$ cat config.mk
export PLATFORM = sky130hd
export DESIGN_NAME = utf8_script_class_scorer_flat
export DESIGN_NICKNAME = d
export VERILOG_FILES = /design/src/hdl/uscs_pkg.sv /design/src/hdl/uscs_if.sv /design/src/hdl/uscs_ctrl.sv /design/src/hdl/uscs_dp.sv /design/src/hdl/utf8_script_class_scorer.sv /design/src/flat_wrapper.sv
export VERILOG_INCLUDE_DIRS = /design/src /design/src/hdl
export SDC_FILE = /design/constraint.sdc
export NUM_CORES = 1
export LEC_CHECK = 0
export BUFFER_PORTS_ARGS = -buffer_cell sky130_fd_sc_hd__buf_4
export CORE_MARGIN = 5
export CORE_UTILIZATION = 41
export DETAILED_ROUTE_END_ITERATION = 8
export GPL_ROUTABILITY_DRIVEN = 0
export SYNTH_ARGS = -nofsm -noshare
export SYNTH_HDL_FRONTEND = slang
export SYNTH_SLANG_ARGS = --single-unit
$ cat constraint.sdc
create_clock -name clk -period 6.9 [get_ports clk]
set_clock_uncertainty 0.1 [all_clocks]
set_input_delay 0.345 -clock clk [delete_from_list [all_inputs] [get_ports clk]]
set_output_delay 0.345 -clock clk [all_outputs]
set_load 0.01 [all_outputs]
$ cat src/hdl/utf8_script_class_scorer_macros.svh
// ---------------------------------------------------------------------------
// utf8_script_class_scorer assertion macros
// Concurrent assertion shorthands clocked on clk and disabled in reset.
// ---------------------------------------------------------------------------
`ifndef UTF8_SCRIPT_CLASS_SCORER_MACROS_SVH
`define UTF8_SCRIPT_CLASS_SCORER_MACROS_SVH

// A condition that holds at every clock edge outside reset.
`define USCS_ASSERT_ALWAYS(lbl, cond, msg) \
  lbl: assert property (@(posedge clk) disable iff (!rst_n) (cond)) else $error(msg);

// The consequent holds in the same cycle as the antecedent.
`define USCS_ASSERT_IMPL(lbl, ante, cons, msg) \
  lbl: assert property (@(posedge clk) disable iff (!rst_n) (ante) |-> (cons)) \
    else $error(msg);

// The consequent holds in the cycle after the antecedent.
`define USCS_ASSERT_NEXT(lbl, ante, cons, msg) \
  lbl: assert property (@(posedge clk) disable iff (!rst_n) (ante) |=> (cons)) \
    else $error(msg);

`endif

$ cat src/hdl/uscs_pkg.sv
// ---------------------------------------------------------------------------
// uscs_pkg
// Shared constants, types and decode helpers of the UTF-8 script scorer.
// ---------------------------------------------------------------------------
package uscs_pkg;

  localparam int COUNT_WIDTH = 16;
  localparam int BYTE_W      = 8;
  localparam int SCORE_W     = 18;
  localparam int TOTAL_W     = 16;
  localparam int CP_W        = 21;
  localparam int LEN_W       = 3;
  localparam int POS_W       = 3;
  localparam int PEND_DEPTH  = 3;
  localparam int WIN_DEPTH   = 4;
  // Wide enough for the unsaturated score and for the saturation compares.
  localparam int CALC_W = (COUNT_WIDTH + 4 > SCORE_W + 1) ? COUNT_WIDTH + 4 : SCORE_W + 1;

  localparam logic [CP_W-1:0]    CYR_LO     = 21'h000400;
  localparam logic [CP_W-1:0]    CYR_HI     = 21'h00052F;
  localparam logic [CP_W-1:0]    DIGIT_LO   = 21'h000030;
  localparam logic [CP_W-1:0]    DIGIT_HI   = 21'h000039;
  localparam logic [CP_W-1:0]    UPPER_LO   = 21'h000041;
  localparam logic [CP_W-1:0]    UPPER_HI   = 21'h00005A;
  localparam logic [CP_W-1:0]    LOWER_LO   = 21'h000061;
  localparam logic [CP_W-1:0]    LOWER_HI   = 21'h00007A;
  localparam logic [BYTE_W-1:0]  LEAD2_MASK = 8'hE0;
  localparam logic [BYTE_W-1:0]  LEAD2_CODE = 8'hC0;
  localparam logic [BYTE_W-1:0]  LEAD3_MASK = 8'hF0;
  localparam logic [BYTE_W-1:0]  LEAD3_CODE = 8'hE0;
  localparam logic [BYTE_W-1:0]  LEAD4_MASK = 8'hF8;
  localparam logic [BYTE_W-1:0]  LEAD4_CODE = 8'hF0;
  localparam logic [SCORE_W-1:0] SCORE_MAX  = 18'h3FFFF;
  localparam logic [TOTAL_W-1:0] TOTAL_MAX  = 16'hFFFF;
  localparam int                 CYR_BONUS  = 60;
  localparam int                 CYR_MIN    = 5;
  localparam int                 LAT_MIN    = 5;

  localparam logic [LEN_W-1:0] LEN_NONE = 3'd0;
  localparam logic [LEN_W-1:0] LEN_ONE  = 3'd1;
  localparam logic [LEN_W-1:0] LEN_TWO  = 3'd2;
  localparam logic [LEN_W-1:0] LEN_THREE = 3'd3;
  localparam logic [LEN_W-1:0] LEN_FOUR = 3'd4;

  typedef logic [COUNT_WIDTH-1:0] count_t;

  typedef enum logic [1:0] {
    ST_IDLE,
    ST_TAIL,
    ST_SCORE
  } uscs_state_t;

  typedef struct packed {
    logic step;        // non-final byte accepted
    logic tail_load;   // final byte accepted, load the closing run
    logic tail_step;   // scan one position of the closing run
    logic score_load;  // compute result, load output, clear counters
  } uscs_cmd_t;

  typedef struct packed {
    logic tail_done;
    logic out_free;
  } uscs_sts_t;

  function automatic logic [LEN_W-1:0] seq_len_of(input logic [BYTE_W-1:0] b);
    logic [LEN_W-1:0] len;
    if (b[BYTE_W-1] == 1'b0) len = LEN_ONE;
    else if ((b & LEAD2_MASK) == LEAD2_CODE) len = LEN_TWO;
    else if ((b & LEAD3_MASK) == LEAD3_CODE) len = LEN_THREE;
    else if ((b & LEAD4_MASK) == LEAD4_CODE) len = LEN_FOUR;
    else len = LEN_NONE;
    return len;
  endfunction

  // Continuation bytes contribute their low six bits whatever their top bits.
  function automatic logic [CP_W-1:0] decode_seq(input logic [BYTE_W-1:0] b0,
                                                 input logic [BYTE_W-1:0] b1,
                                                 input logic [BYTE_W-1:0] b2,
                                                 input logic [BYTE_W-1:0] b3,
                                                 input logic [LEN_W-1:0]  len);
    logic [CP_W-1:0] cp;
    unique case (len)
      LEN_ONE:   cp = {13'd0, b0};
      LEN_TWO:   cp = {10'd0, b0[4:0], b1[5:0]};
      LEN_THREE: cp = {5'd0, b0[3:0], b1[5:0], b2[5:0]};
      LEN_FOUR:  cp = {b0[2:0], b1[5:0], b2[5:0], b3[5:0]};
      default:   cp = '0;
    endcase
    return cp;
  endfunction

  function automatic count_t sat_inc(input count_t c);
    return (c == '1) ? c : c + 1'b1;
  endfunction

endpackage

$ cat src/hdl/uscs_if.sv
// ---------------------------------------------------------------------------
// uscs_if
// Valid/ready channels of the UTF-8 script scorer: byte input and result.
// ---------------------------------------------------------------------------
interface uscs_in_if
  import uscs_pkg::*;
();
  logic              valid;
  logic              ready;
  logic [BYTE_W-1:0] data_byte;
  logic              last_byte;

  modport source(output valid, output data_byte, output last_byte, input ready);
  modport sink(input valid, input data_byte, input last_byte, output ready);
endinterface

interface uscs_out_if
  import uscs_pkg::*;
();
  logic               valid;
  logic               ready;
  logic [SCORE_W-1:0] text_score;
  logic [TOTAL_W-1:0] letter_total;
  logic [TOTAL_W-1:0] digit_total;
  logic [TOTAL_W-1:0] cyrillic_total;
  logic [TOTAL_W-1:0] latin_total;

  modport source(output valid, output text_score, output letter_total, output digit_total,
                 output cyrillic_total, output latin_total, input ready);
  modport sink(input valid, input text_score, input letter_total, input digit_total,
               input cyrillic_total, input latin_total, output ready);
endinterface

$ cat src/hdl/uscs_ctrl.sv
// ---------------------------------------------------------------------------
// uscs_ctrl
// Sequencer: takes bytes, runs the closing rescan and the score load.
// ---------------------------------------------------------------------------
module uscs_ctrl
  import uscs_pkg::*;
(
  input  logic      clk,
  input  logic      rst_n,
  input  logic      in_valid,
  input  logic      in_last,
  input  uscs_sts_t sts,
  output logic      in_ready,
  output uscs_cmd_t cmd
);

  uscs_state_t state_r;
  uscs_state_t state_nxt;
  logic        accept;

  assign accept = in_valid && in_ready;

  always_comb begin
    state_nxt = state_r;
    unique case (state_r)
      ST_IDLE: begin
        if (accept && in_last) state_nxt = ST_TAIL;
      end
      ST_TAIL: begin
        if (sts.tail_done) state_nxt = ST_SCORE;
      end
      ST_SCORE: begin
        if (sts.out_free) state_nxt = ST_IDLE;
      end
      default: state_nxt = ST_IDLE;
    endcase
  end

  always_comb begin
    in_ready       = (state_r == ST_IDLE);
    cmd.step       = accept && !in_last;
    cmd.tail_load  = accept && in_last;
    cmd.tail_step  = (state_r == ST_TAIL) && !sts.tail_done;
    cmd.score_load = (state_r == ST_SCORE) && sts.out_free;
  end

  always_ff @(posedge clk) begin
    if (!rst_n) begin
      state_r <= ST_IDLE;
    end else begin
      state_r <= state_nxt;
    end
  end

endmodule

$ cat src/hdl/uscs_dp.sv
// ---------------------------------------------------------------------------
// uscs_dp
// Datapath: sequence buffer, decoder, classifier, counters and result register.
// ---------------------------------------------------------------------------
module uscs_dp
  import uscs_pkg::*;
(
  input  logic               clk,
  input  logic               rst_n,
  input  uscs_cmd_t          cmd,
  input  logic [BYTE_W-1:0]  in_data,
  output uscs_sts_t          sts,
  output logic               out_valid,
  input  logic               out_ready,
  output logic [SCORE_W-1:0] out_text_score,
  output logic [TOTAL_W-1:0] out_letter_total,
  output logic [TOTAL_W-1:0] out_digit_total,
  output logic [TOTAL_W-1:0] out_cyrillic_total,
  output logic [TOTAL_W-1:0] out_latin_total
);

  logic [BYTE_W-1:0]  pend_r [PEND_DEPTH];
  logic [BYTE_W-1:0]  pend_nxt [PEND_DEPTH];
  logic [1:0]         pcnt_r, pcnt_nxt;
  logic [LEN_W-1:0]   slen_r, slen_nxt;
  logic [BYTE_W-1:0]  tbuf_r [WIN_DEPTH];
  logic [BYTE_W-1:0]  tbuf_nxt [WIN_DEPTH];
  logic [POS_W-1:0]   tn_r, tn_nxt;
  logic [POS_W-1:0]   ti_r, ti_nxt;
  count_t             let_r, let_nxt;
  count_t             dig_r, dig_nxt;
  count_t             cyr_r, cyr_nxt;
  count_t             lat_r, lat_nxt;
  logic               ovalid_r, ovalid_nxt;
  logic [SCORE_W-1:0] oscore_r;
  logic [TOTAL_W-1:0] olet_r, odig_r, ocyr_r, olat_r;

  logic [BYTE_W-1:0]  cur [WIN_DEPTH];
  logic [BYTE_W-1:0]  win [WIN_DEPTH];
  logic [POS_W-1:0]   widx [WIN_DEPTH];
  logic [LEN_W-1:0]   in_len, t_len;
  logic               seq_done, t_fits;
  logic [CP_W-1:0]    cp;
  logic               cp_valid;
  logic               is_digit, is_latin, is_cyr;
  logic [CALC_W-1:0]  let_w, dig_w, cyr_w, lat_w, score_sum;
  logic [SCORE_W-1:0] score_sat;

  // Open sequence followed by the incoming byte, lead first.
  always_comb begin
    cur[0] = (pcnt_r > 2'd0) ? pend_r[0] : in_data;
    cur[1] = (pcnt_r > 2'd1) ? pend_r[1] : in_data;
    cur[2] = (pcnt_r > 2'd2) ? pend_r[2] : in_data;
    cur[3] = in_data;
  end

  // Window of the closing run that starts at the scan position.
  always_comb begin
    for (int k = 0; k < WIN_DEPTH; k++) begin
      widx[k] = ti_r + POS_W'(k);
      win[k]  = tbuf_r[widx[k][1:0]];
    end
  end

  assign in_len   = seq_len_of(in_data);
  assign seq_done = ({1'b0, pcnt_r} + 3'd1) >= slen_r;
  assign t_len    = seq_len_of(win[0]);
  assign t_fits   = (t_len != LEN_NONE) &&
                    (({1'b0, ti_r} + {1'b0, t_len}) <= {1'b0, tn_r});

  // At most one decoded code point per cycle, from the byte stream or the rescan.
  always_comb begin
    cp       = '0;
    cp_valid = 1'b0;
    if (cmd.tail_step) begin
      cp       = decode_seq(win[0], win[1], win[2], win[3], t_len);
      cp_valid = t_fits;
    end else if (cmd.step) begin
      if (slen_r == LEN_NONE) begin
        cp       = decode_seq(in_data, in_data, in_data, in_data, LEN_ONE);
        cp_valid = (in_len == LEN_ONE);
      end else begin
        cp       = decode_seq(cur[0], cur[1], cur[2], cur[3], slen_r);
        cp_valid = seq_done;
      end
    end
  end

  assign is_digit = (cp >= DIGIT_LO) && (cp <= DIGIT_HI);
  assign is_latin = ((cp >= UPPER_LO) && (cp <= UPPER_HI)) ||
                    ((cp >= LOWER_LO) && (cp <= LOWER_HI));
  assign is_cyr   = (cp >= CYR_LO) && (cp <= CYR_HI);

  always_comb begin
    let_nxt = let_r;
    dig_nxt = dig_r;
    cyr_nxt = cyr_r;
    lat_nxt = lat_r;
    if (cmd.score_load) begin
      let_nxt = '0;
      dig_nxt = '0;
      cyr_nxt = '0;
      lat_nxt = '0;
    end else if (cp_valid) begin
      if (is_digit) dig_nxt = sat_inc(dig_r);
      if (is_latin || is_cyr) let_nxt = sat_inc(let_r);
      if (is_latin) lat_nxt = sat_inc(lat_r);
      if (is_cyr) cyr_nxt = sat_inc(cyr_r);
    end
  end

  always_comb begin
    pend_nxt = pend_r;
    pcnt_nxt = pcnt_r;
    slen_nxt = slen_r;
    tbuf_nxt = tbuf_r;
    tn_nxt   = tn_r;
    ti_nxt   = ti_r;
    if (cmd.step) begin
      if (slen_r == LEN_NONE) begin
        if (in_len >= LEN_TWO) begin
          pend_nxt[0] = in_data;
          pcnt_nxt    = 2'd1;
          slen_nxt    = in_len;
        end
      end else if (seq_done) begin
        pcnt_nxt = 2'd0;
        slen_nxt = LEN_NONE;
      end else begin
        if (pcnt_r != 2'd3) pend_nxt[pcnt_r] = in_data;
        pcnt_nxt = pcnt_r + 2'd1;
      end
    end else if (cmd.tail_load) begin
      tbuf_nxt = cur;
      tn_nxt   = {1'b0, pcnt_r} + 3'd1;
      ti_nxt   = '0;
      pcnt_nxt = 2'd0;
      slen_nxt = LEN_NONE;
    end else if (cmd.tail_step) begin
      // A lead whose sequence runs past the end of the run is dropped.
      ti_nxt = t_fits ? ti_r + t_len : ti_r + 3'd1;
    end
  end

  always_comb begin
    let_w = CALC_W'(let_r);
    dig_w = CALC_W'(dig_r);
    cyr_w = CALC_W'(cyr_r);
    lat_w = CALC_W'(lat_r);
    score_sum = let_w + (dig_w >> 1);
    if (cyr_w >= CALC_W'(CYR_MIN)) score_sum = score_sum + (cyr_w << 1) + CALC_W'(CYR_BONUS);
    if (lat_w >= CALC_W'(LAT_MIN)) score_sum = score_sum + (lat_w >> 2);
    score_sat = (score_sum > CALC_W'(SCORE_MAX)) ? SCORE_MAX : score_sum[SCORE_W-1:0];
  end

  assign ovalid_nxt = cmd.score_load ? 1'b1 : (out_ready ? 1'b0 : ovalid_r);

  always_ff @(posedge clk) begin
    if (!rst_n) begin
      pcnt_r   <= 2'd0;
      slen_r   <= LEN_NONE;
      tn_r     <= '0;
      ti_r     <= '0;
      let_r    <= '0;
      dig_r    <= '0;
      cyr_r    <= '0;
      lat_r    <= '0;
      ovalid_r <= 1'b0;
    end else begin
      pcnt_r   <= pcnt_nxt;
      slen_r   <= slen_nxt;
      tn_r     <= tn_nxt;
      ti_r     <= ti_nxt;
      let_r    <= let_nxt;
      dig_r    <= dig_nxt;
      cyr_r    <= cyr_nxt;
      lat_r    <= lat_nxt;
      ovalid_r <= ovalid_nxt;
    end
  end

  always_ff @(posedge clk) begin
    pend_r <= pend_nxt;
    tbuf_r <= tbuf_nxt;
    if (cmd.score_load) begin
      oscore_r <= score_sat;
      olet_r <= (let_w > CALC_W'(TOTAL_MAX)) ? TOTAL_MAX : let_w[TOTAL_W-1:0];
      odig_r <= (dig_w > CALC_W'(TOTAL_MAX)) ? TOTAL_MAX : dig_w[TOTAL_W-1:0];
      ocyr_r <= (cyr_w > CALC_W'(TOTAL_MAX)) ? TOTAL_MAX : cyr_w[TOTAL_W-1:0];
      olat_r <= (lat_w > CALC_W'(TOTAL_MAX)) ? TOTAL_MAX : lat_w[TOTAL_W-1:0];
    end
  end

  assign sts.tail_done     = (ti_r >= tn_r);
  assign sts.out_free      = !ovalid_r || out_ready;
  assign out_valid          = ovalid_r;
  assign out_text_score     = oscore_r;
  assign out_letter_total   = olet_r;
  assign out_digit_total    = odig_r;
  assign out_cyrillic_total = ocyr_r;
  assign out_latin_total    = olat_r;

endmodule

$ cat src/hdl/utf8_script_class_scorer.sv
// ---------------------------------------------------------------------------
// utf8_script_class_scorer
// Lenient UTF-8 decoder that counts digits, Latin and Cyrillic letters and
// emits the counts with a weighted script score at the end of each text.
// ---------------------------------------------------------------------------
// Channel   Dir  Payload                                            Request
// in_chan   in   data_byte[8], last_byte                            one byte
// out_chan  out  text_score[18], letter/digit/cyrillic/latin_total  one result
//
// A byte without last_byte is taken every cycle while in_chan.ready is high: decode and count in one step.
// A last byte is followed by a rescan of the closing run (one run position or one whole
// sequence per cycle), a state that sees the run finished and a score state, during
// all of which in_chan.ready is low.
// The score cycle waits while a previous result still sits in the output register.
// rst_n is synchronous: counters, sequence state and the output valid clear.
// ---------------------------------------------------------------------------
`include "utf8_script_class_scorer_macros.svh"

module utf8_script_class_scorer
  import uscs_pkg::*;
(
  input logic        clk,
  input logic        rst_n,
  uscs_in_if.sink    in_chan,
  uscs_out_if.source out_chan
);

  uscs_cmd_t cmd;
  uscs_sts_t sts;
  logic      last_take;

  uscs_ctrl u_ctrl (
    .clk      (clk),
    .rst_n    (rst_n),
    .in_valid (in_chan.valid),
    .in_last  (in_chan.last_byte),
    .sts      (sts),
    .in_ready (in_chan.ready),
    .cmd      (cmd)
  );

  uscs_dp u_dp (
    .clk                (clk),
    .rst_n              (rst_n),
    .cmd                (cmd),
    .in_data            (in_chan.data_byte),
    .sts                (sts),
    .out_valid          (out_chan.valid),
    .out_ready          (out_chan.ready),
    .out_text_score     (out_chan.text_score),
    .out_letter_total   (out_chan.letter_total),
    .out_digit_total    (out_chan.digit_total),
    .out_cyrillic_total (out_chan.cyrillic_total),
    .out_latin_total    (out_chan.latin_total)
  );

  assign last_take = in_chan.valid && in_chan.ready && in_chan.last_byte;

  `USCS_ASSERT_ALWAYS(a_cmd_onehot0, $onehot0(cmd), "more than one datapath command active")
  `USCS_ASSERT_NEXT(a_last_stalls_in, last_take, !in_chan.ready, "no stall after the final byte")
  `USCS_ASSERT_IMPL(a_out_src, $rose(out_chan.valid), $past(cmd.score_load), "result without score load")
  `USCS_ASSERT_NEXT(a_score_shows, cmd.score_load, out_chan.valid, "score load gave no result")

endmodule

$ cat src/flat_wrapper.sv
// flat-port wrapper written by rule: the top's interface ports become plain ports
module utf8_script_class_scorer_flat import uscs_pkg::*;
  (clk, rst_n, in_chan_valid, in_chan_data_byte, in_chan_last_byte, in_chan_ready, out_chan_valid, out_chan_text_score, out_chan_letter_total, out_chan_digit_total, out_chan_cyrillic_total, out_chan_latin_total, out_chan_ready);
  uscs_in_if in_chan_i ();
  uscs_out_if out_chan_i ();
  input logic clk;
  input logic rst_n;
  input wire logic [$bits(in_chan_i.valid)-1:0] in_chan_valid;
  input wire logic [$bits(in_chan_i.data_byte)-1:0] in_chan_data_byte;
  input wire logic [$bits(in_chan_i.last_byte)-1:0] in_chan_last_byte;
  output wire logic [$bits(in_chan_i.ready)-1:0] in_chan_ready;
  output wire logic [$bits(out_chan_i.valid)-1:0] out_chan_valid;
  output wire logic [$bits(out_chan_i.text_score)-1:0] out_chan_text_score;
  output wire logic [$bits(out_chan_i.letter_total)-1:0] out_chan_letter_total;
  output wire logic [$bits(out_chan_i.digit_total)-1:0] out_chan_digit_total;
  output wire logic [$bits(out_chan_i.cyrillic_total)-1:0] out_chan_cyrillic_total;
  output wire logic [$bits(out_chan_i.latin_total)-1:0] out_chan_latin_total;
  input wire logic [$bits(out_chan_i.ready)-1:0] out_chan_ready;
  assign in_chan_i.valid = in_chan_valid;
  assign in_chan_i.data_byte = in_chan_data_byte;
  assign in_chan_i.last_byte = in_chan_last_byte;
  assign in_chan_ready = in_chan_i.ready;
  assign out_chan_valid = out_chan_i.valid;
  assign out_chan_text_score = out_chan_i.text_score;
  assign out_chan_letter_total = out_chan_i.letter_total;
  assign out_chan_digit_total = out_chan_i.digit_total;
  assign out_chan_cyrillic_total = out_chan_i.cyrillic_total;
  assign out_chan_latin_total = out_chan_i.latin_total;
  assign out_chan_i.ready = out_chan_ready;
  utf8_script_class_scorer u_core (.clk(clk), .rst_n(rst_n), .in_chan(in_chan_i), .out_chan(out_chan_i));
endmodule
==> results.yml <==
cells_and_area:
  multi_input_area_um2: 7020
  num_antenna_cells: 0
  finalCoreUtilization_pct: 47.9
  seq_area_um2: 5710
  nNetsFinal: 1468
  fillCellCount: 2923
  area_growth_pct: 14.7
  drive_gt1_share_pct: 14.7
  final_area_um2: 15100
power_and_ir_drop:
  internal_power_mw: 2.16
  irDropWorstVdd_mv: 0.173
  p_switching_mw: 0.657
  clkPwrFrac_pct: 44.0
  power_frac_comb_pct: 6.1
  swShare_pct: 23.3
  p_per_area_nw_per_um2: 186
  power.leakage_nw: 5.93
  pwr-share-seq_pct: 49.9
grt:
  use_met3_pct: 2.88
  antenna_found_initial: 0
  grt_pass1_vias: 9488
  gr-usage-met1_pct: 26.0
  grtUsageTotal_pct: 18.0
  met2_usage_pct: 28.9
  grt_pass1_wl_um: 52800
  grt_max_degree: 61
  grt_overflow_total: 0
  top_usage_layer: "met2"
synth:
  netlist.area_leader.share_pct: 31.4
  yosysTopAreaCell: "edfxtp_1"
  netlist_area_um2: 13200
  netlist_instances: 1272
  yosysWarningCount: 0
  synthArstFlopShare_pct: 0
  syn_area_per_cell_um2: 10.4
  yosys_register_bits: 216
  ys_top_cells_by_area: "edfxtp_1 31%, dfxtp_1 12%, ha_1 8.2%, xnor2_1 3.8%, nor2_1 3.0%"
  yosysSeqAreaShare_pct: 43.2
  synth_nets: 1375
  synth_edf_count: 138
  ys_types: 82
  ys.flop_type: "edfxtp_1"
cts:
  cts_resized: 0
  clockBufferDepth: 3
  cts_tree: "yes"
  cts_root_buffer: "clkbuf_16"
  holdBufCountCts: 6
  cts.sinks: 216
  clk_latency_ns: 0.54
  path_clk_slew_ns: 0.06
  ctsHtreeMaxLevel: 1
  cts_made_buffers: 24
  post_cts_buffers: 0
detailed_routing:
  via_per_inst: 5.68
  wl_per_cell_um: 18.6
  dr.pass1.iters: 5
  wl_um: 33200
  drtIter0Drc: 752
  drc_errors: 0
  vias: 10100
  ant_nets: 0
hold_path:
  hp-start: "in_chan_data_byte[3]"
  hold_path_class: "in -> reg"
placement:
  post-place-ws_ns: 0.758
  io_buffer_count: 96
  dp_hpwl_um: 24600
  place_area_um2: 14300
sta:
  finalSetupViolations: 0
  post-route-period-util_pct: 89.8
  fmax_mhz: 161
  finalHoldViolations: 0
  grt_setup_unrepaired: "false"
  period_needed_ns: 6.20
  slew_violations: 0
  worst_pin_slew_ns: 0.863
  tns_ns: 0
  setup_ws_ns: 0.702
  relSlewSlack_pct: 42.1
critical_path:
  endpoint: "u_core.u_dp.out_text_score[12]$_SDFFCE_PN1P_"
  crit_path_start: "u_core.u_dp.let_r[0]$_SDFFE_PP0P_"
  critical_path_class: "reg -> reg"
  r2r-end: "u_core.u_dp.out_text_score[12]$_SDFFCE_PN1P_"
  startpoint_type: "flip-flop"
  crit_path_end_kind: "flip-flop"
  worstReg2RegStart: "u_core.u_dp.let_r[0]$_SDFFE_PP0P_"
  worst_ep_arrival_time_ns: 6.38
  cp.required_ns: 7.09
  ff2ff_setup_slack_ns: 0.70
  r2r_cells: 26
  worst-path-max-fanout: 17
status:
  status: "finished, final reports clean"
die:
  die-area_um2: 35900
  die_y_um: 189
  core_um2: 31600
  start_util_pct: 41.7
  rows: 65
  ios: 97
  fp.dieW_um: 189
job:
  maxCapViolCount: 0
==> cell families after synthesis <==
kind of cell	share of synthesized area, %
AND/OR/NAND/NOR	16.4
AO/OA/AOI/OAI	14.9
flip-flops	43.2
buffers and inverters	3.69
adder cells (fa/ha/maj)	8.76
XOR/XNOR	5.18
multiplexers	7.86
==> cell type report <==
cell class / instances / share of cell area, %
clock buffers: 32 / 4.50
multi-input cells: 937 / 46.4
repair buffers: 115 / 5.80
clock inverters: 12 / 0.554
flip-flops and latches: 216 / 37.7
inverters: 71 / 1.77
well taps: 402 / 3.32
==> power by group through the flow <==
stage	Clock (mW)	Combinational, mW	Sequential (mW)
after floorplan	0	0.106	1.43
after global placement	0	0.169	1.43
after detailed placement	0	0.169	1.43
after CTS	1.27	0.173	1.40
after global routing	1.32	0.188	1.41
final	1.24	0.173	1.40
==> synth_stat cells (9+ instances only) <==
cell type / instances
xor2_1: 20
and2_1: 15
nor2_1: 104
a21oi_1: 50
o21a_1: 22
mux2_2: 19
a31oi_1: 9
edfxtp_1: 138
a21o_1: 24
o211ai_1: 10
clkbuf_1: 35
ha_1: 86
nor2b_1: 25
and3_1: 19
nor3_1: 25
nand2b_1: 19
a22o_1: 14
nand2_1: 103
inv_1: 71
a211oi_1: 19
xnor2_1: 58
mux4_2: 16
nor4_1: 17
nand3_1: 35
dfxtp_1: 78
mux4_1: 10
o21ai_0: 48
nand4_1: 12
or4_1: 9
mux2i_1: 20
==> worst min-delay path by stage <==
stage	endpoint	slack, ns	depth (start not counted)
6_report	u_core.u_dp.pend_r[3]$_DFFE_PP_	0.02	1
5_1_grt	u_core.u_dp.pend_r[3]$_DFFE_PP_	0.01	1
4_1_cts	u_core.u_dp.pend_r[3]$_DFFE_PP_	0.002	1
3_5_place_dp	u_core.u_dp.out_digit_total[14]$_DFFE_PP_	0.41	0
3_3_place_gp	u_core.u_dp.out_digit_total[1]$_DFFE_PP_	0.40	0
2_1_floorplan	u_core.u_dp.pend_r[0]$_DFFE_PP_	0.34	0
==> per-stage QoR <==
stage	std cells	power [mW]	hold slack [ns]
after global routing	1785	2.92	0.0106
after CTS	1785	2.85	0.00235
after global placement	1735	1.60	0.398
final	1785	2.82	0.0196
after detailed placement	1735	1.60	0.411
after floorplan	1272	1.54	0.344
==> state kept, by name (all words and copies together), names as in the netlist, 16 cells and up <==
name                            cells
u_core.u_dp.cyr_r                  16
u_core.u_dp.let_r                  16
u_core.u_dp.lat_r                  16
u_core.u_dp.out_text_score         18
u_core.u_dp.out_latin_total        16
u_core.u_dp.dig_r                  16
u_core.u_dp.out_letter_total       16
u_core.u_dp.out_digit_total        16
u_core.u_dp.pend_r                 24
u_core.u_dp.out_cyrillic_total     16
u_core.u_dp.tbuf_r                 32
==> routing by layer <==
| layer | vias up | wire, um |
|---|---|---|
| met4 | 0 | 640 |
| li1 | 4959 | - |
| met2 | 273 | 15200 |
| met1 | 4855 | 15400 |
| met3 | 54 | 1940 |
| met5 | - | 0 |
==> critical path: stages (launching register included) <==
cell	delay (ns)
dfxtp_1	0.45
ha_1	0.21
inv_1	0.05
fa_1	0.40
xnor2_1	0.36
inv_1	0.09
ha_1	0.28
inv_1	0.06
ha_1	0.16
inv_1	0.06
fa_1	0.39
nor2b_1	0.18
o31a_1	0.20
o21ai_0	0.10
nand2b_1	0.09
xnor2_1	0.11
o21ai_0	0.18
ha_1	0.41
nand3_1	0.12
a211oi_1	0.21
nor3_1	0.14
o2111ai_1	0.22
o211ai_1	0.16
a2111oi_1	0.68
a31oi_1	0.17
buf_4	0.22
o311ai_0	0.14
==> cell usage in the layout, fill, tap and decap left out, drive strengths merged, types with 10 or more instances in the layout <==
cell type,n
nand4,12
a21o,24
nor2,104
nor4,18
nor2b,25
ha,86
mux4,26
o21ai,48
a21oi,51
buf,109
inv,71
o21a,22
and3,19
nor3,25
mux2,19
xnor2,58
o211ai,10
mux2i,20
clkbuf,32
and2,15
nand2b,20
clkinv,10
dfxtp,78
xor2,20
edfxtp,138
nand3,36
a22o,14
a211oi,19
nand2,103
(Power assumes the default switching activity.)
